`config.mk`:
```
export PLATFORM = sky130hd
export DESIGN_NAME = mt_twist_cell
export DESIGN_NICKNAME = d
export VERILOG_FILES = /design/src/rtl/mt_twist_pkg.sv /design/src/rtl/mt_twist_cell.sv
export SDC_FILE = /design/constraint.sdc
export NUM_CORES = 1
export LEC_CHECK = 0
export ABC_AREA = 0
export BUFFER_PORTS_ARGS = -buffer_cell sky130_fd_sc_hd__buf_4
export CAP_MARGIN = 20
export CORE_MARGIN = 2
export CORE_UTILIZATION = 41
export CTS_BUF_LIST = sky130_fd_sc_hd__clkbuf_8
export CTS_CLUSTER_SIZE = 16
export DETAILED_ROUTE_END_ITERATION = 8
export GPL_TIMING_DRIVEN = 0
export PLACE_DENSITY_LB_ADDON = 0.1
export SLEW_MARGIN = 5
export SYNTH_ARGS = -nofsm -noshare
export SYNTH_HDL_FRONTEND = slang
export SYNTH_SLANG_ARGS = --single-unit
export TNS_END_PERCENT = 30
```
`constraint.sdc`:
```
create_clock -name clk -period 0.8 [get_ports clk]
set_input_delay 0.16 -clock clk [delete_from_list [all_inputs] [get_ports clk]]
set_output_delay 0.16 -clock clk [all_outputs]
set_load 0.02 [all_outputs]
```
`src/rtl/mt_twist_pkg.sv`:
```
// Shared types and constants for the MT19937 state twist core.
package mt_twist_pkg;

	localparam int WORD_W  = 32;
	localparam int INDEX_W = 10;

	localparam logic [WORD_W-1:0] TWIST_MATRIX = 32'h9908_B0DF;
	localparam logic [WORD_W-1:0] UPPER_MASK   = 32'h8000_0000;
	localparam logic [WORD_W-1:0] LOWER_MASK   = 32'h7FFF_FFFF;

	// Input item operation codes
	typedef enum logic {
		MODE_LOAD  = 1'b0,
		MODE_TWIST = 1'b1
	} mode_t;

	typedef struct packed {
		mode_t             mode;
		logic [WORD_W-1:0] load_word;
	} in_beat_t;

	typedef struct packed {
		logic [WORD_W-1:0]  new_word;
		logic [INDEX_W-1:0] word_index;
		logic               pass_done;
	} out_beat_t;

endpackage

```
`src/rtl/mt_twist_cell.sv`:
```
// One state cell of the ring: holds a word and takes its neighbor's word on a shift.
module mt_twist_cell
	import mt_twist_pkg::*;
(
	input  logic              clk,
	input  logic              shift_en,
	input  logic [WORD_W-1:0] shift_in,
	output logic [WORD_W-1:0] word
);

	logic [WORD_W-1:0] word_q;

	// state word, undefined until first written
	always_ff @(posedge clk) begin
		if (shift_en) begin
			word_q <= shift_in;
		end
	end

	assign word = word_q;

endmodule

```
# [Word-level counts from Yosys, hierarchy flattened]
# Index checks and enable logic that the tools add are counted.
[classes] magnitude_cmp=0 shift=0 multipliers=0 n_mux=0 eq_ne=0 addsub=0 div=0 bitwise=0 reduce_logical=0
[word_totals] mem_count=0 input_bits=34 regBits=32 latchBits=0 word_cells=1 ram_bits=0 output_inout_bits=32 romBits=0

# [Longest topological paths before layout]
# Gate-level depths: netlist of run 1.
[logic_depth] depth_word=0 ltp_mapped=0 mapped_depth_nobuf=0

# [Worst setup path after synthesis of run 1]
# Ideal clock, no wire load.
[synth_path] kind="register to output" from="reg word_q[0], in the netlist word[0]" to="out word[0]" slack_ps=191 n_path_buf=0 required_ps=640 path_stages_with_launch=1 arrival_ps=449 cell_sequence="edfxtp_1"
[synth_rtl] item="start, declared" line="mt_twist_cell.sv:11" source="logic [WORD_W-1:0] word_q;"
[synth_rtl] item="start signal, assigned" line="mt_twist_cell.sv:16" source="word_q <= shift_in;"
[synth_rtl] item="end, declared" line="mt_twist_cell.sv:8" source="output logic [WORD_W-1:0] word"
# No word-level cell between the ends.

# [Worst setup path after layout of run 1]
[layout_path] from="reg word_q[29], in the netlist word[29]" to="out word[29]"
# No word-level cell between the ends.

==> results of run 1 <==
routing by layer:
metal | vias up | routed length, um | GRT usage
met5 | - | 0 | 0
met4 | 0 | 32 | 0.0897
met3 | 5 | 166 | 0.0657
met2 | 35 | 1030 | 0.252
met1 | 257 | 525 | 0.126
li1 | 271 | - | -
where the power goes:
group          switching, uW  total [uW]  internal (uW)
Sequential              55.4        2050           2000
Combinational            258         586            328
Clock                    547        1460            910
cell families (layout without fill, tap and decap cells):
group | Yosys count | in the layout | synth area share
flops | 32 | 32 | 1.00
buf+inv | 0 | 73 | 0
cell usage in the layout (no fill, tap or decap):
cell / count
buf_6: 32
clkinv_2: 1
clkbuf_8: 5
inv_1: 1
buf_4: 33
bufinv_16: 1
edfxtp_1: 32
cell type report:
cell class | instances | area, um2
well taps | 28 | 35.0
fillers | 135 | 500
repair buffers | 65 | 608
flip-flops and latches | 32 | 961
clock inverters | 3 | 38.8
clock buffers | 5 | 68.8
worst paths after layout:
check,startpoint,end,slack (ps)
min,shift_in[29],word[29],60
max,word[29],word[29],-170
metrics by stage:
step | setup TNS [ps] | cells | hold WS, ps | utilization | setup WS (ps)
3_3_place_gp | -1580 | 125 | 338 | 0.671 | -50.5
4_1_cts | -5400 | 133 | 46.4 | 0.769 | -187
6_report | -4970 | 133 | 55.7 | 0.774 | -172
5_1_grt | -6010 | 133 | 44.0 | 0.774 | -208
2_1_floorplan | 0 | 32 | 259 | - | 191
3_5_place_dp | -2180 | 125 | 339 | 0.671 | -69.3
repair_timing:
action,4_1_cts,5_1_grt
gates cloned,0,0
endpoints found under the setup margin,32,32
resized for setup,29,3
==> metrics.csv, run 1 <==
metric;value;unit
timing.fmax;1030;MHz
yosys-top-cells-count;edfxtp_1 (32);
largest_reg_flops;32;
endpoint_kind;output pin;
slowest_delay;390;ps
rsz0062_at_grt;yes;
min_path_cells;1;
period_minus_slack;972;ps
gp_congestion;0.657;
finalWorstSetupSlack;-172;ps
synth.largest_area_cell;edfxtp_1;
worstPathBufferInverterCount;1;
multi_input_gates;0;
cap_violations;0;
multi_input_area;0;um2
cts_buffer_depth;2;
start_util;0.434;
drive_gt1_frac;0.686;
antenna_found_initial;0;
drt-vias-per-instance;4.27;
cts_hold_buf;0;
fin_nets;138;
crit_slowest_cell;edfxtp_1;
core_area;2210;um2
synth.most_common_cell;edfxtp_1;
peakVddDrop;2030;uV
first_pass_iters;2;
dieArea;2750;um2
critPathMaxFanout;1;
die_x;52.4;um
wl;1760;um
hp-class;primary input to flop;
status;complete, but fails checks;
grt_pass1_wl;2540;um
arrival;810;ps
antennaDiodeCount;0;
place_area;1480;um2
grt_max_degree;33;
max_slew_margin;0.738;
rows;17;
synth.top_cell.area_share;1.00;
ys.flop_type;edfxtp_1;
cts_tree;done;
min_period_over_period;1.22;
synth_edf_count;32;
port_buffers;65;
yosys_warnings;0;
io_pins;66;
required;640;ps
ys_seq_area_frac;1.00;
crit_chain;buf_6;
clk_pin_slew;70;ps
htreeDepth;2;
slew_violations;0;
avgSynthCellArea;30.0;um2
path_depth;1;
ys_ff_latch;32;
cts_root_buf;clkbuf_8;
p_leak;0.000725;uW
violations;negative setup slack;
async_flop_share;0;
grt_overflow;0;
power.total;4090;uW
vias;568;
tightest_slew;393;ps
clkSinkCount;32;
crit_family;flip-flops;
dr.first_iter.drc_count;10;
avgRoutedWirePerCell;13.2;um
path_class;flop to output pin;
worst_setup_path_start_kind;flop;
synth_cell_type_count;1;
grt_pass1_vias;558;
numCtsBuffers;5;
synth_area_leaders;edfxtp_1 (100%);
die_h;52.4;um
syn_nets;66;
drc;0;
syn_inst;32;
p_per_area;2390;nW/um2
design_area;1710;um2
area_growth;78.1;%
synthesis.area;961;um2
setup_viol_count_final;32;
grt_usage;0.142;
ant_nets;0;
post_cts_buffers;0;
finalHoldViolCount;0;
No activity file was read; power rests on OpenSTA's default activity.
==> run 2, diff against run 1 <==
--- a/config.mk
+++ b/config.mk
@@ -14,7 +14,7 @@
 export CTS_CLUSTER_SIZE = 16
 export DETAILED_ROUTE_END_ITERATION = 8
 export GPL_TIMING_DRIVEN = 0
-export PLACE_DENSITY_LB_ADDON = 0.1
+export PLACE_DENSITY_LB_ADDON = 0.25
 export SLEW_MARGIN = 5
 export SYNTH_ARGS = -nofsm -noshare
 export SYNTH_HDL_FRONTEND = slang
==> run 2 against run 1 <==
  * The flow still finishes with violations (negative setup slack)
  * Cell count unchanged
  * Combinational power down 0.7%
  * Die area unchanged
  * Sequential share of layout area up 1.2 points
  * Cell area down 2.0%
  * Critical path type unchanged
  * Critical endpoint is now word[0]
  * Highest routed layer unchanged
==> metrics.csv, run 2 (synthesis results as in run 1) <==
metric;value;unit;change
crit_family;flip-flops;;
slew_violations;0;;unchanged
cts_hold_buf;0;;unchanged
gp_congestion;0.625;;-4.9%
critPathMaxFanout;1;;unchanged
setup.worst_path.start;word[0];;
multi_input_area;0;um2;unchanged
grt_overflow;0;;unchanged
die_h;52.4;um;unchanged
largest_reg_flops;32;;unchanged
grt.met2_usage;0.252;;unchanged
drc;0;;unchanged
htreeDepth;2;;unchanged
clk_pin_slew;60;ps;about the same
antennaDiodeCount;0;;unchanged
fillers;137;;+1.5%
finalHoldViolCount;0;;unchanged
grt_usage;0.156;;+0.0140
grt_max_degree;33;;unchanged
rows;17;;unchanged
timing.fmax;1030;MHz;+0.25%
worst_setup_path_start_kind;flop;;
core_area;2210;um2;unchanged
antenna_found_initial;0;;unchanged
tightest_slew;384;ps;-8.92 ps
status;complete, but fails checks;;
crit_chain;buf_6;;
period_minus_slack;970;ps;-2.39 ps
cts_buffer_depth;2;;unchanged
cap_violations;0;;unchanged
path_class;flop to output pin;;
whs;60.1;ps;+4.42 ps
avgRoutedWirePerCell;13.9;um;+5.2%
die_x;52.4;um;unchanged
violations;negative setup slack;;
cts_root_buf;clkbuf_8;;
top_usage_layer;met2;;
rsz0062_at_grt;yes;;
drive_gt1_frac;0.667;;-0.0190
vias;581;;+2.3%
grt_pass1_wl;2760;um;+8.7%
ant_nets;0;;unchanged
first_pass_iters;3;;+1
grt_pass1_vias;624;;+12%
mostFrequentLayoutCell;buf_4;;
power.total;3720;uW;-9.2%
clkSinkCount;32;;unchanged
hp-class;primary input to flop;;
use_met3;0.100;;+0.0343
dieArea;2750;um2;unchanged
ff_latch_area;961;um2;unchanged
min_from;shift_in[28];;
finalWorstSetupSlack;-170;ps;+2.39 ps
slowest_delay;390;ps;about the same
wl;1850;um;+5.2%
arrival;810;ps;about the same
cts_tree;done;;
p_leak;0.000711;uW;-1.9%
use_met1;0.141;;+0.0149
dr.first_iter.drc_count;13;;+3
peakVddDrop;1660;uV;-18%
area_growth;74.5;%;
final_cell_mix;buf_4 (35), edfxtp_1 (32), buf_6 (30);;
multi_input_gates;0;;unchanged
io_pins;66;;unchanged
crit_slowest_cell;edfxtp_1;;
post-place-ws;-63.5;ps;+5.75 ps
numCtsBuffers;5;;unchanged
worstPathBufferInverterCount;1;;unchanged
fin_nets;138;;unchanged
fin_setup_tns;-4900;ps;+62.8 ps
max_slew_margin;0.744;;+0.00595
min_period_over_period;1.21;;-0.00299
drt-vias-per-instance;4.37;;+2.3%
p_per_area;2220;nW/um2;-7.3%
endpoint_kind;output pin;;
required;640;ps;about the same
setup_viol_count_final;32;;unchanged
port_buffers;65;;unchanged
start_util;0.434;;unchanged
run 2: cell type report:
type                    instances  area share
clock buffers                   5      0.0410
flip-flops and latches         32       0.573
well taps                      28      0.0209
clock inverters                 3     0.00672
repair buffers                 65       0.358
run 2: repair_timing:
action,CTS,global route
resized for setup,26,4
hold endpoints to repair,0,0
setup endpoints to repair,32,32
setup buffers,0,0
run 2: layer usage:
metal  part of all wire  routed length [um]  up-vias
li1                   -                   -      273
met1               0.31                 581      260
met2               0.53                 985       41
met3               0.13                 239        7
met4              0.023                  42        0
met5                  0                   0        -
run 2: worst paths after layout:
check	end	cells after the start
max	word[0]	1
min	word[28]	1
run 2: report_power, final:
group / total, uW / internal [uW] / leakage (uW) / switching [uW]
logic: 582 / 323 / 0.000350 / 259
registers: 2050 / 2000 / 0.000313 / 55.5
clock network: 1080 / 578 / 0.0000482 / 507
run 2: metrics by stage:
step / cell area [um2] / std cells / utilization
after floorplan: 961 / 32 / -
after global placement: 1480 / 125 / 0.671
after detailed placement: 1480 / 125 / 0.671
after CTS: 1660 / 133 / 0.751
after global routing: 1680 / 133 / 0.758
final: 1680 / 133 / 0.758
==> run 3, diff against run 2 <==
--- a/config.mk
+++ b/config.mk
@@ -9,12 +9,12 @@
 export BUFFER_PORTS_ARGS = -buffer_cell sky130_fd_sc_hd__buf_4
 export CAP_MARGIN = 20
 export CORE_MARGIN = 2
-export CORE_UTILIZATION = 41
-export CTS_BUF_LIST = sky130_fd_sc_hd__clkbuf_8
+export CORE_UTILIZATION = 35
+export CTS_BUF_LIST = sky130_fd_sc_hd__clkbuf_16
 export CTS_CLUSTER_SIZE = 16
 export DETAILED_ROUTE_END_ITERATION = 8
 export GPL_TIMING_DRIVEN = 0
-export PLACE_DENSITY_LB_ADDON = 0.25
+export PLACE_DENSITY = 0.7
 export SLEW_MARGIN = 5
 export SYNTH_ARGS = -nofsm -noshare
 export SYNTH_HDL_FRONTEND = slang
==> run 3 against run 2 <==
  * The flow still finishes with violations (negative setup slack)
  * Worst hold slack better by 9.4 ps
  * Critical endpoint is now word[2]
  * First-iteration DRC count is 77% lower
  * Combinational power about the same
  * Critical path depth unchanged
  * Die area is 16% higher
==> metrics.csv, run 3 (synthesis results as in run 1) <==
metric;value;unit;change
post-place-ws;-63.2;ps;+0.360 ps
dieArea;3180;um2;+16%
hold_end;word[17];;
p_per_area;2460;nW/um2;+11%
cts_root_buf;clkbuf_16;;
grt_pass1_wl;2800;um;+1.5%
final_cell_mix;buf_4 (34), edfxtp_1 (32), buf_6 (31);;
setup_viol_count_final;32;;unchanged
grt_overflow;0;;unchanged
hp-class;primary input to flop;;
place_area;1490;um2;+0.17%
cts_tree;done;;
wl;1730;um;-6.4%
finalHoldViolCount;0;;unchanged
die_x;56.4;um;+7.6%
fin_setup_tns;-4530;ps;+370 ps
worstPathBufferInverterCount;1;;unchanged
drc;0;;unchanged
grt_pass1_vias;622;;-0.32%
antennaDiodeCount;0;;unchanged
wl_met2;916;um;-7.0%
port_buffers;65;;unchanged
crit_family;flip-flops;;
mostFrequentLayoutCell;buf_4;;
required;640;ps;about the same
clk_pin_slew;50;ps;about the same
die_h;56.4;um;+7.6%
design_area;1730;um2;+3.1%
cap_violations;0;;unchanged
peakVddDrop;2140;uV;+29%
dp_cells;127;;+1.6%
slowest_delay;390;ps;about the same
ant_nets;0;;unchanged
drt-vias-per-instance;4.42;;+1.3%
m1WireLength;547;um;-5.9%
wl_met3;254;um;+6.3%
rows;18;;+1
min_path_cells;1;;unchanged
crit_chain;buf_6;;
clkSinkCount;32;;unchanged
fin_nets;138;;unchanged
numCtsBuffers;5;;unchanged
post_cts_buffers;0;;unchanged
worst_setup_path_start_kind;flop;;
violations;negative setup slack;;
avgRoutedWirePerCell;13.1;um;-5.7%
arrival;800;ps;about the same
antenna_found_initial;0;;unchanged
dr.first_iter.drc_count;3;;-10
vias;584;;+0.52%
max_slew_margin;0.747;;+0.00292
io_pins;66;;unchanged
period_minus_slack;964;ps;-6.20 ps
routed.top_layer;met4;;
cts_hold_buf;0;;unchanged
path_class;flop to output pin;;
grt_usage;0.125;;-0.0311
first_pass_iters;2;;-1
min_period_over_period;1.20;;-0.00774
multi_input_area;0;um2;unchanged
largest_reg_flops;32;;unchanged
start_util;0.378;;-0.0568
crit_slowest_cell;edfxtp_1;;
area_growth;79.8;%;
p_leak;0.000726;uW;+2.1%
gp_congestion;0.640;;+2.4%
timing.fmax;1040;MHz;+0.64%
finalWorstSetupSlack;-164;ps;+6.20 ps
rsz0062_at_grt;yes;;
status;complete, but fails checks;;
htreeDepth;2;;unchanged
multi_input_gates;0;;unchanged
slew_violations;0;;unchanged
core_area;2540;um2;+15%
cts_resized;28;;+7.7%
endpoint_kind;output pin;;
finalNonFillerCells;132;;-0.75%
min_from;shift_in[17];;
critPathMaxFanout;1;;unchanged
tightest_slew;380;ps;-4.38 ps
grt_max_degree;33;;unchanged
drive_gt1_frac;0.686;;+0.0196
cts_buffer_depth;2;;unchanged
## run 3: metrics by stage
| step | total power (uW) | utilization | hold WS, ps |
|---|---|---|---|
| after floorplan | 2240 | - | 259 |
| after global placement | 2570 | 0.584 | 338 |
| after detailed placement | 2580 | 0.584 | 339 |
| after CTS | 4290 | 0.675 | 64.0 |
| after global routing | 4410 | 0.679 | 57.9 |
| final | 4250 | 0.679 | 69.5 |
## run 3: how the worst max path moves through the flow
stage	startpoint	end	slack (ps)	cells past startpoint
after global placement	shift_en	word[18]	-50	1
after detailed placement	shift_en	word[24]	-60	1
after floorplan	word[0]	word[0]	190	0
after global routing	word[2]	word[2]	-200	1
after CTS	word[2]	word[2]	-180	1
final	word[2]	word[2]	-160	1
## run 3: final cells by class
| type | instances | area (um2) |
|---|---|---|
| Clock buffer | 5 | 125 |
| Fill cell | 183 | 817 |
| Sequential cell | 32 | 961 |
| Tap cell | 30 | 37.5 |
| Timing Repair Buffer | 65 | 604 |
## run 3: power breakdown
part / total (uW) / internal, uW / switching [uW] / leakage (uW)
clock network: 1610 / 1090 / 525 / 0.0000616
registers: 2060 / 2000 / 57.2 / 0.000313
logic: 580 / 325 / 255 / 0.000351
total: 4250 / 3420 / 837 / 0.000726
## run 3: layer usage
layer / vias to the layer above / GRT usage
li1: 270 / -
met1: 266 / 0.119
met2: 46 / 0.200
met3: 2 / 0.0899
met4: 0 / 0.0612
met5: - / 0
