===== src/rtl/mt_twist_pkg.sv =====
// Shared types and constants for the MT19937 state twist core.
package mt_twist_pkg;

	localparam int WORD_W  = 32;
	localparam int INDEX_W = 10;

	localparam logic [WORD_W-1:0] TWIST_MATRIX = 32'h9908_B0DF;
	localparam logic [WORD_W-1:0] UPPER_MASK   = 32'h8000_0000;
	localparam logic [WORD_W-1:0] LOWER_MASK   = 32'h7FFF_FFFF;

	// Input item operation codes
	typedef enum logic {
		MODE_LOAD  = 1'b0,
		MODE_TWIST = 1'b1
	} mode_t;

	typedef struct packed {
		mode_t             mode;
		logic [WORD_W-1:0] load_word;
	} in_beat_t;

	typedef struct packed {
		logic [WORD_W-1:0]  new_word;
		logic [INDEX_W-1:0] word_index;
		logic               pass_done;
	} out_beat_t;

endpackage


===== src/rtl/mt_twist_unit.sv =====
// Recurrence logic: seed word or twisted word from the head, next and middle words.
module mt_twist_unit
	import mt_twist_pkg::*;
(
	input  mode_t             mode,
	input  logic [WORD_W-1:0] load_word,
	input  logic [WORD_W-1:0] head_word,
	input  logic [WORD_W-1:0] next_word,
	input  logic [WORD_W-1:0] mid_word,
	output logic [WORD_W-1:0] new_word
);

	logic [WORD_W-1:0] joined;
	logic [WORD_W-1:0] mixed;

	// top bit of the head word, low bits of its successor
	assign joined = (head_word & UPPER_MASK) | (next_word & LOWER_MASK);

	always_comb begin
		mixed = mid_word ^ (joined >> 1);
		if (joined[0]) begin
			mixed = mixed ^ TWIST_MATRIX;
		end
	end

	always_comb begin
		unique case (mode)
			MODE_LOAD:  new_word = load_word;
			MODE_TWIST: new_word = mixed;
			default:    new_word = mixed;
		endcase
	end

endmodule


===== config.mk =====
export PLATFORM = sky130hd
export DESIGN_NAME = mt_twist_unit
export DESIGN_NICKNAME = d
export VERILOG_FILES = /design/src/rtl/mt_twist_pkg.sv /design/src/rtl/mt_twist_unit.sv
export SDC_FILE = /design/constraint.sdc
export NUM_CORES = 1
export LEC_CHECK = 0
export ABC_CLOCK_PERIOD_IN_PS = 2400
export BUFFER_PORTS_ARGS = -buffer_cell sky130_fd_sc_hd__buf_4
export CELL_PAD_IN_SITES_DETAIL_PLACEMENT = 2
export CELL_PAD_IN_SITES_GLOBAL_PLACEMENT = 2
export CORE_ASPECT_RATIO = 1.75
export CORE_MARGIN = 2
export CORE_UTILIZATION = 12
export DETAILED_ROUTE_END_ITERATION = 12
export PLACE_DENSITY_LB_ADDON = 0.15
export SLEW_MARGIN = 40
export SYNTH_ARGS = -nofsm -noshare
export SYNTH_HDL_FRONTEND = slang
export SYNTH_SLANG_ARGS = --single-unit

===== constraint.sdc =====
create_clock -name vclk -period 2.4
set_input_delay 0.12 -clock vclk [all_inputs]
set_output_delay 0.12 -clock vclk [all_outputs]
set_load 0.05 [all_outputs]

## After elaboration in Yosys (flattened, before gate mapping)

Index checks and enable logic that the tools add are counted.
Widths: inputs -> output; s select.

- Muxes and demuxes: 2
- Bitwise gates (word level): 4

Operators with widths:

| kind | number |
|---|---|
| $pmux 32 s2 | 1 |
| $mux 32 | 1 |
| $or 32x31->32 | 1 |
| $xor 32x31->32 | 1 |
| $not 15->15 | 1 |
| $not 1->1 | 1 |

- Logic and storage cells: 6
- Bits of input ports: 129
- Output and inout port bits: 32
- Flip-flop bits (word level): 0

## Logic depth before layout (Yosys ltp)

Gate-level depths: netlist of run 1.

- Word-level depth: 5
- Gate-level depth with buffers: 4
- Mapped depth without buffers: 2

## Worst setup path before layout of run 1

OpenSTA, ideal clock, no wires.

- Kind: input -> output
- From: input mode
- To: output new_word[10]
- Arrival: 1392 ps
- Slack: 888 ps
- Path buffers: 3
- Stages on the path: 4
- Path through: buf_2 -> buf_2 -> buf_1 -> a21oi_1

- Cells in the longest elaborated chain, start to end: 2

Ends and longest elaborated chain:

| item | line | source |
|---|---|---|
| start: declaration | mt_twist_unit.sv:5 | `input mode_t mode,` |
| $not 1->1 | mt_twist_unit.sv:27 | `unique case (mode)` |
| $pmux 32 s2 * | mt_twist_unit.sv:27 |  |
| end: declaration | mt_twist_unit.sv:10 | `output logic [WORD_W-1:0] new_word` |

Every way passes the cells marked *; elsewhere a longest branch is shown, timed or not.

## Worst setup path after layout of run 1

- From: input next_word[0]
- To: output new_word[15]

- Cells in the longest elaborated chain, start to end: 3

Ends and longest elaborated chain:

| item | line | source |
|---|---|---|
| start: declaration | mt_twist_unit.sv:8 | `input logic [WORD_W-1:0] next_word,` |
| $or 32x31->32 | mt_twist_unit.sv:17 | `assign joined = (head_word & UPPER_MASK) \| (next_word & LOWER_MASK);` |
| $mux 32 | mt_twist_unit.sv:21 | `if (joined[0]) begin` |
| $pmux 32 s2 | mt_twist_unit.sv:27 |  |

No other way between the ends.

==> summary.md, run 1 <==
| Metric | Value |
|---|---|
| Status | `finished clean` |
| Total power draw | `624 uW` |
| Clock buffers | `0` |
| Crit path largest cell delay | `520 ps` |
| Drt pass-1 iters | `2` |
| Placement Rows | `40` |
| Gpl congestion | `0.679` |
| Maximum clock frequency | `704 MHz` |
| WL per Instance | `13.6 microns` |
| Dpl hpwl | `3510 microns` |
| Power density cells | `329 nW/um^2` |
| Cells after DPL | `295` |
| Final instance area | `1900 sq um` |
| Setup TNS | `0 ps` |
| Final worst path period need | `1420 ps` |
| Crit path top cell by count | `buf_4` |
| Critical path cell sequence | `buf_4, xor3_4, mux2_2, buf_4` |
| Nets | `342` |
| Hold Path Origin | `load_word[24]` |
| CTS Hold Bufs | `0` |
| Synth Instances | `89` |
| # setup viols final | `0` |
| Total wire length | `4010 microns` |
| Distinct cells, synth | `10` |
| Synthesized net count | `218` |
| Syn Area/Cell | `9.67 sq um` |
| Finished Layout Cells | `295` |
| RSZ-0062 raised after global routing | `no` |
| Global-route wire length before repair | `5620 microns` |
| ANT nets after route | `0` |
| Max-capacitance violation count | `0` |
| LEAKAGE | `0.991 nW` |
| Final Max Tran Viols | `0` |
| Via density | `3.97` |
| Most frequent cells in the layout | `buf_4, xnor2_1, nor2_1, a21oi_1, mux2_2` |
| Seq/Total Area, Yosys | `0%` |
| Clock power share | `0%` |
| Gr ovfl total | `0` |
| Min-Delay Path Class | `in2out` |
| Switching part of the total | `52.6%` |
| CP Data Arrival Time | `1300 ps` |
| Die area | `7890 sq um` |
| IO buf count | `129` |
| Initial antenna violation count | `0` |
| Starting Density | `12.5%` |
| Sequential cells | `0` |
| Post-Syn Area | `861 sq um` |
| Setup Buffers After CTS | `0` |
| Worst-path fanout max | `15` |
| Top Ports | `161` |
| Critical-path top delay cell | `xor3_4` |
| Die width | `68.0 microns` |
| Via count | `1170` |
| Hold Vio Cnt, Final | `0` |
| Final Cycle Share | `59.2%` |
| Die span in y | `116 microns` |
| Worst Tran Pin Value | `545 ps` |
| Crit start category | `input port` |
| Sw power | `328 uW` |
| Final worst slack | `979 ps` |
| Hold Crit Endpoint | `new_word[24]` |
| Initial DRC count | `8` |
| Vias in the first global route | `1267` |
| Largest net degree at the start of global routing | `51` |
| Req. time, crit path | `2280 ps` |
| Core footprint | `6910 sq um` |
| Post-CTS sizing | `0` |
| Synth warnings | `0` |
| Internal | `296 uW` |
| Filler Cell Count | `821` |
| Layout cells sized above 1 | `70.1%` |
| Area added between synthesis and finish | `120%` |
| Worst slew margin relative to its limit | `63.7%` |
| Sequential power share | `0%` |
| Critical Path Sink Type | `output port` |
| Dpl cell area | `1900 sq um` |
| Synth area leaders | `xor3_1, mux2_2, xnor2_1` |
| Remaining DRCs | `0` |
| Critical path type | `in2out` |
| WHS Path Cells | `3` |
| Pre-CTS WS | `963 ps` |
| Most common cell after layout, fill and taps aside | `buf_4` |
| Synth area leader | `xor3_1` |
| # diodes | `0` |
| Seq. cell area | `0 sq um` |
| Post-synth top area share | `24.9%` |
| Combinational Power Share | `100.0%` |
| Total track usage | `9.04%` |
| Peak supply drop | `0.0000836 V` |
[critical path, delay by kind of cell]
| family | cells | cell delay, ps |
|---|---|---|
| xor gates and xnor gates | 1 | 520 |
| buffers and inverters | 2 | 380 |
| muxes | 1 | 280 |
[kinds of logic (layout without fill, tap and decap cells)]
group / after synthesis / in the layout / share of synthesized area, %
AOI/OAI and AO/OA: 18 / 18 / 10.5
xor gates and xnor gates: 32 / 32 / 59.2
and+or+nand+nor: 18 / 18 / 7.85
muxes: 14 / 14 / 18.3
buffers and inverters: 7 / 129 / 4.21
[power by group through the flow]
stage               clock, mW  combinational [mW]  sequential [mW]
floorplan                   0               0.389                0
global placement            0               0.625                0
detailed placement          0               0.632                0
CTS                         0               0.634                0
global route                0               0.661                0
finish                      0               0.624                0
[cell type report]
class	instances	area (sq um)	share of cell area, %
multi-input combinational	82	825	43.4
tap	84	105	5.54
timing repair buffer	129	968	51.0
[how the worst max path moves through the flow]
stage | cells after the start | end | slack, ps | from
4_1_cts | 4 | new_word[27] | 960 | next_word[0]
2_1_floorplan | 4 | new_word[10] | 890 | mode
3_3_place_gp | 4 | new_word[19] | 960 | next_word[0]
6_report | 4 | new_word[15] | 980 | next_word[0]
3_5_place_dp | 4 | new_word[27] | 960 | next_word[0]
5_1_grt | 4 | new_word[13] | 930 | next_word[0]
[layer usage]
metal | share of wire, % | routed length (microns) | track usage, %
met1 | 29 | 1160 | 7.91
met2 | 56 | 2230 | 19.7
met3 | 15 | 613 | 2.82
met5 | 0 | 0 | 0
met4 | 0 | 0 | 0
[stage by stage]
stage,hold WS [ps],util [%]
floorplan,507,-
global placement,625,27.5
detailed placement,629,27.5
CTS,629,27.5
global route,635,27.5
finish,626,27.5
[cells in the mapped netlist (all sizes together)]
master  number
a21oi       18
buf          4
clkbuf       3
mux2        14
nor2        18
xnor2       18
xor3        14
(Power assumes the default switching activity.)
==> inputs of run 2 (changes only) <==
--- a/config.mk
+++ b/config.mk
@@ -5,13 +5,14 @@
 export SDC_FILE = /design/constraint.sdc
 export NUM_CORES = 1
 export LEC_CHECK = 0
-export ABC_CLOCK_PERIOD_IN_PS = 2400
+export ABC_AREA = 1
+export ABC_CLOCK_PERIOD_IN_PS = 1400
 export BUFFER_PORTS_ARGS = -buffer_cell sky130_fd_sc_hd__buf_4
 export CELL_PAD_IN_SITES_DETAIL_PLACEMENT = 2
 export CELL_PAD_IN_SITES_GLOBAL_PLACEMENT = 2
 export CORE_ASPECT_RATIO = 1.75
 export CORE_MARGIN = 2
-export CORE_UTILIZATION = 12
+export CORE_UTILIZATION = 11
 export DETAILED_ROUTE_END_ITERATION = 12
 export PLACE_DENSITY_LB_ADDON = 0.15
 export SLEW_MARGIN = 40
==> constraint.sdc (replaced) <==
create_clock -name vclk -period 1.4
set_input_delay 0.07 -clock vclk [all_inputs]
set_output_delay 0.07 -clock vclk [all_outputs]
set_load 0.05 [all_outputs]
==> run 2 against run 1 <==
Net effect: clock-buffer cell count unchanged; synthesized area up 30%; die area up 40%; largest power group unchanged; design area up 16%; utilization down 5.2 points; largest cell class unchanged; first-iteration DRC count up 130%; combinational power up 63%; highest routed layer unchanged; non-clock buffer count up 3; worst setup slack worse by 560 ps; power up 64%.
==> summary.md, run 2 <==
| Metric | Value |
|---|---|
| Status | `finished clean (unchanged)` |
| Drt pass-1 iters | `4 (was 2)` |
| Final worst path period need | `978 ps` |
| Distinct cells, synth | `13 (was 10)` |
| Clock buffers | `0 (unchanged)` |
| Most frequent cells in the layout | `buf_4, nand2_1, nand3_1, inv_1, xnor2_1 (was buf_4, xnor2_1, nor2_1, a21oi_1, mux2_2)` |
| Critical path cell sequence | `buf_4, buf_4, nand3_1, nand3_1, nand2_1, buf_4 (was buf_4, xor3_4, mux2_2, buf_4)` |
| Final Max Tran Viols | `0 (unchanged)` |
| Vias in the first global route | `2075 (was 1267)` |
| Switching part of the total | `59.3% (was 52.6%)` |
| Setup Buffers After CTS | `0 (unchanged)` |
| Layout cells sized above 1 | `45.0% (was 70.1%)` |
| Die width | `80.3 microns (was 68.0 microns)` |
| Gr ovfl total | `0 (unchanged)` |
| Nets | `473 (was 342)` |
| Critical Path Sink Type | `output port (unchanged)` |
| WL per Instance | `11.7 microns (was 13.6 microns)` |
| Remaining DRCs | `0 (unchanged)` |
| Die span in y | `137 microns (was 116 microns)` |
| Crit start category | `input port (unchanged)` |
| Most common cell after layout, fill and taps aside | `buf_4 (unchanged)` |
| Sequential power share | `0% (about the same)` |
| Critical-path top delay cell | `buf_4 (was xor3_4)` |
| CP top delay family | `buffers and inverters (was XOR/XNOR gates)` |
| Post-CTS sizing | `0 (unchanged)` |
| Largest net degree at the start of global routing | `51 (unchanged)` |
| Top Ports | `161 (unchanged)` |
| Seq/Total Area, Yosys | `0% (unchanged)` |
| Combinational Power Share | `100.0% (about the same)` |
| Min-Delay Path Class | `in2out (unchanged)` |
| Max-capacitance violation count | `0 (unchanged)` |
| Die area | `11000 sq um (was 7890 sq um)` |
| Placement Rows | `48 (was 40)` |
| Synth area leaders | `nand2_1, nand3_1, xnor2_1 (was xor3_1, mux2_2, xnor2_1)` |
| Worst-path fanout max | `9 (was 15)` |
| CTS Hold Bufs | `0 (unchanged)` |
| Syn Area/Cell | `5.11 sq um (was 9.67 sq um)` |
| Dpl hpwl | `4760 microns (was 3510 microns)` |
| Synth area leader | `nand2_1 (was xor3_1)` |
| Crit path largest cell delay | `200 ps (was 520 ps)` |
| # diodes | `0 (unchanged)` |
| WP buf/inv | `3 (was 2)` |
| Setup TNS | `0 ps (unchanged)` |
| Critical path type | `in2out (unchanged)` |
| Synth warnings | `0 (unchanged)` |
| Sequential cells | `0 (unchanged)` |
| Peak supply drop | `0.000156 V (was 0.0000836 V)` |
| Crit path top cell by count | `buf_4 (unchanged)` |
| Post-Syn Area | `1120 sq um (was 861 sq um)` |
| IO buf count | `129 (unchanged)` |
| Worst slew margin relative to its limit | `83.3% (was 63.7%)` |
| CP Data Arrival Time | `910 ps (was 1300 ps)` |
| Clock power share | `0% (about the same)` |
| Top-count cell post-synth | `nand2_1` |
| Cells after DPL | `467 (was 295)` |
| Via count | `1853 (was 1170)` |
| Seq. cell area | `0 sq um (unchanged)` |
| Worst Tran Pin Value | `251 ps (was 545 ps)` |
| Area added between synthesis and finish | `96.8% (was 120%)` |
| # setup viols final | `0 (unchanged)` |
| Final hold slack | `499 ps (was 626 ps)` |
| Maximum clock frequency | `1020 MHz` |
| LEAKAGE | `1.24 nW (was 0.991 nW)` |
| Finished Layout Cells | `467 (was 295)` |
| Total track usage | `9.57% (was 9.04%)` |
| Req. time, crit path | `1330 ps (was 2280 ps)` |
| Hold Vio Cnt, Final | `0 (unchanged)` |
| ANT nets after route | `0 (unchanged)` |
| RSZ-0062 raised after global routing | `no (unchanged)` |
| Internal | `416 uW (was 296 uW)` |
| Sw power | `605 uW (was 328 uW)` |
| Commonest cells in the netlist | `nand2_1, nand3_1, inv_1, xnor2_1 (was a21oi_1, nor2_1, xnor2_1, mux2_2, xor3_1)` |
| Core footprint | `9910 sq um (was 6910 sq um)` |
| Via density | `3.97 (about the same)` |
| Global-route wire length before repair | `8770 microns (was 5620 microns)` |
| Initial antenna violation count | `0 (unchanged)` |
| Filler Cell Count | `1250 (was 821)` |
| Gpl congestion | `0.673 (was 0.679)` |
| Total wire length | `5450 microns (was 4010 microns)` |
| Synthesized net count | `348 (was 218)` |
| Multi-input logic area | `928 sq um (was 825 sq um)` |
| Starting Density | `11.3% (was 12.5%)` |
| Initial DRC count | `18 (was 8)` |
| Power density cells | `464 nW/um^2 (was 329 nW/um^2)` |
| Post-synth top area share | `34.2% (was 24.9%)` |
| Synth Instances | `219 (was 89)` |
| Final Cycle Share | `69.9%` |
-- run 2: metrics by stage --
stage	total power [mW]	utilization, %	instance area [sq um]	setup WS, ps
floorplan	0.605	-	1120	379
global placement	1.03	22.2	2200	402
detailed placement	1.04	22.2	2200	400
CTS	1.05	22.2	2200	399
global route	1.11	22.2	2200	302
finish	1.02	22.2	2200	422
-- run 2: logic make-up (layout without fill, tap and decap cells) --
| family | after synthesis | after routing | share of synthesized area [%] |
|---|---|---|---|
| AO/OA/AOI/OAI | 18 | 18 | 11.4 |
| XOR/XNOR | 18 | 18 | 14.1 |
| buffers and inverters | 39 | 162 | 17.1 |
| AND/OR/NAND/NOR | 144 | 144 | 57.4 |
-- run 2: power by group through the flow --
stage	clock [mW]	sequential, mW	combinational (mW)
2_1_floorplan	0	0	0.605
3_5_place_dp	0	0	1.04
6_report	0	0	1.02
5_1_grt	0	0	1.11
4_1_cts	0	0	1.05
3_3_place_gp	0	0	1.03
-- run 2: path summary, 6_finish.rpt --
kind / slack (ps) / start / to / cells past startpoint
worst min-delay path: 500 / load_word[3] / new_word[3] / 4
worst max-delay path: 420 / next_word[0] / new_word[2] / 6
-- run 2: routing by layer --
layer / up-vias / track usage [%] / wire [microns]
li1: 927 / - / -
met1: 828 / 9.68 / 1970
met2: 98 / 19.5 / 2820
met3: 0 / 3.28 / 663
met4: 0 / 0 / 0
met5: - / 0 / 0
-- run 2: layout make-up --
class / instances / share of cell area, %
timing repair buffer: 132 / 45.5
multi-input combinational: 180 / 42.1
tap: 125 / 7.10
inverter: 30 / 5.22
==> inputs of run 3 (changes only) <==
--- a/config.mk
+++ b/config.mk
@@ -6,7 +6,7 @@
 export NUM_CORES = 1
 export LEC_CHECK = 0
 export ABC_AREA = 1
-export ABC_CLOCK_PERIOD_IN_PS = 1400
+export ABC_CLOCK_PERIOD_IN_PS = 1000
 export BUFFER_PORTS_ARGS = -buffer_cell sky130_fd_sc_hd__buf_4
 export CELL_PAD_IN_SITES_DETAIL_PLACEMENT = 2
 export CELL_PAD_IN_SITES_GLOBAL_PLACEMENT = 2
==> constraint.sdc (replaced) <==
create_clock -name vclk -period 1
set_input_delay 0.05 -clock vclk [all_inputs]
set_output_delay 0.05 -clock vclk [all_outputs]
set_load 0.05 [all_outputs]
==> run 3 against run 2 <==
Net effect: final cell count rose by 0.43%; first-iteration DRC count fell by 39%; critical path depth did not move; routed wire length rose by 2.8%; sequential cell count did not move; clock-buffer cell count did not move; combinational power rose by 43%; via count rose by 1.6%; worst setup slack got worse by 350 ps.
==> summary.md, run 3 (same netlist as run 2, synthesis figures left out) <==
| Metric | Value |
|---|---|
| Final Cycle Share | `92.7%` |
| Pre-CTS WS | `76.0 ps (was 400 ps)` |
| Sequential cells | `0 (unchanged)` |
| Most common cell after layout, fill and taps aside | `buf_4 (unchanged)` |
| WL per Instance | `11.9 microns (was 11.7 microns)` |
| Peak supply drop | `0.000237 V (was 0.000156 V)` |
| # diodes | `0 (unchanged)` |
| Status | `finished clean (unchanged)` |
| Min-Delay Path Class | `in2out (unchanged)` |
| Layout cells sized above 1 | `45.3% (was 45.0%)` |
| Final worst slack | `73.4 ps (was 422 ps)` |
| Hold Vio Cnt, Final | `0 (unchanged)` |
| Critical-path top delay cell | `buf_4 (unchanged)` |
| Met3 WL post-DR | `666 microns (was 663 microns)` |
| Via density | `4.01 (was 3.97)` |
| Total power draw | `1.46 mW (was 1.02 mW)` |
| Core footprint | `9910 sq um (unchanged)` |
| Met2 wire len | `2980 microns (was 2820 microns)` |
| Die span in y | `137 microns (unchanged)` |
| Critical path cell sequence | `buf_4, inv_2, buf_4, nand2_1, nand2_1, buf_4 (was buf_4, buf_4, nand3_1, nand3_1, nand2_1, buf_4)` |
| ANT nets after route | `0 (unchanged)` |
| Most frequent cells in the layout | `buf_4, nand2_1, nand3_1, inv_1, xnor2_1 (unchanged)` |
| Starting Density | `11.3% (unchanged)` |
| Die width | `80.3 microns (unchanged)` |
| Dpl hpwl | `4880 microns (was 4760 microns)` |
| Final instance area | `2250 sq um (was 2200 sq um)` |
| Largest net degree at the start of global routing | `39 (was 51)` |
| Critical path type | `in2out (unchanged)` |
| CP top delay family | `buffers and inverters (unchanged)` |
| Power density cells | `648 nW/um^2 (was 464 nW/um^2)` |
| Critical Path Sink Type | `output port (unchanged)` |
| Final Max Tran Viols | `0 (unchanged)` |
| Clock buffers | `0 (unchanged)` |
| CTS Hold Bufs | `0 (unchanged)` |
| CP Data Arrival Time | `880 ps (was 910 ps)` |
| Maximum clock frequency | `1080 MHz` |
| Worst slew margin relative to its limit | `85.0% (was 83.3%)` |
| Crit start category | `input port (unchanged)` |
| Top sig layer | `met3 (unchanged)` |
| LEAKAGE | `1.26 nW (was 1.24 nW)` |
| Gpl congestion | `0.677 (was 0.673)` |
| Nets | `475 (was 473)` |
| Max-capacitance violation count | `0 (unchanged)` |
| Final worst path period need | `927 ps` |
| Total wire length | `5600 microns (was 5450 microns)` |
| Drt pass-1 iters | `2 (was 4)` |
| Setup TNS | `0 ps (unchanged)` |
| Area added between synthesis and finish | `101% (was 96.8%)` |
| Total track usage | `9.78% (was 9.57%)` |
| Die area | `11000 sq um (unchanged)` |
| Top Ports | `161 (unchanged)` |
| Placement Rows | `48 (unchanged)` |
| RSZ-0062 raised after global routing | `no (unchanged)` |
| Crit path largest cell delay | `220 ps (was 200 ps)` |
| WP buf/inv | `4 (was 3)` |
| Worst Tran Pin Value | `225 ps (was 251 ps)` |
| Worst-path fanout max | `12 (was 9)` |
| Global-route wire length before repair | `9020 microns (was 8770 microns)` |
| Met1 wire length | `1960 microns (was 1970 microns)` |
| Gr ovfl total | `0 (unchanged)` |
| Setup Buffers After CTS | `0 (unchanged)` |
| Dpl cell area | `2220 sq um (was 2200 sq um)` |
| Final hold slack | `461 ps (was 499 ps)` |
| Remaining DRCs | `0 (unchanged)` |
| Vias in the first global route | `2073 (was 2075)` |
| Via count | `1882 (was 1853)` |
| Req. time, crit path | `950 ps (was 1330 ps)` |
| # setup viols final | `0 (unchanged)` |
| IO buf count | `129 (unchanged)` |
| Post-CTS sizing | `0 (unchanged)` |
| Initial antenna violation count | `0 (unchanged)` |
| Initial DRC count | `11 (was 18)` |
| Crit path top cell by count | `buf_4 (unchanged)` |
| Seq. cell area | `0 sq um (unchanged)` |
## run 3: worst min-delay path: cells and delay by family
| family | cells | cell delay, ps |
|---|---|---|
| AND/OR/NAND/NOR | 1 | 50 |
| buffers and inverters | 2 | 260 |
| AO/OA/AOI/OAI | 1 | 50 |
## run 3: per-layer routing
layer | GRT usage, % | vias to the layer above
met5 | 0 | -
met4 | 0 | 0
met3 | 3.28 | 0
met2 | 19.3 | 98
met1 | 10.5 | 854
li1 | - | 930
## run 3: cell type report
| cell class | instances | area, sq um |
|---|---|---|
| Fill cell | 1266 | 7660 |
| Timing Repair Buffer | 134 | 1050 |
| Multi-Input combinational cell | 180 | 928 |
| Tap cell | 125 | 156 |
| Inverter | 30 | 115 |
## run 3: stage by stage
stage,utilization [%],cells
2_1_floorplan,-,219
3_3_place_gp,22.4,468
3_5_place_dp,22.4,468
4_1_cts,22.4,468
5_1_grt,22.7,469
6_report,22.7,469
## run 3: worst paths after layout
path / startpoint / endpoint / slack [ps] / depth (start not counted)
worst max-delay path: mode / new_word[3] / 70 / 6
worst min-delay path: load_word[21] / new_word[21] / 460 / 4
## run 3: power by group
group	internal, mW	switching, mW
Clock	0	0
Sequential	0	0
Combinational	0.600	0.856
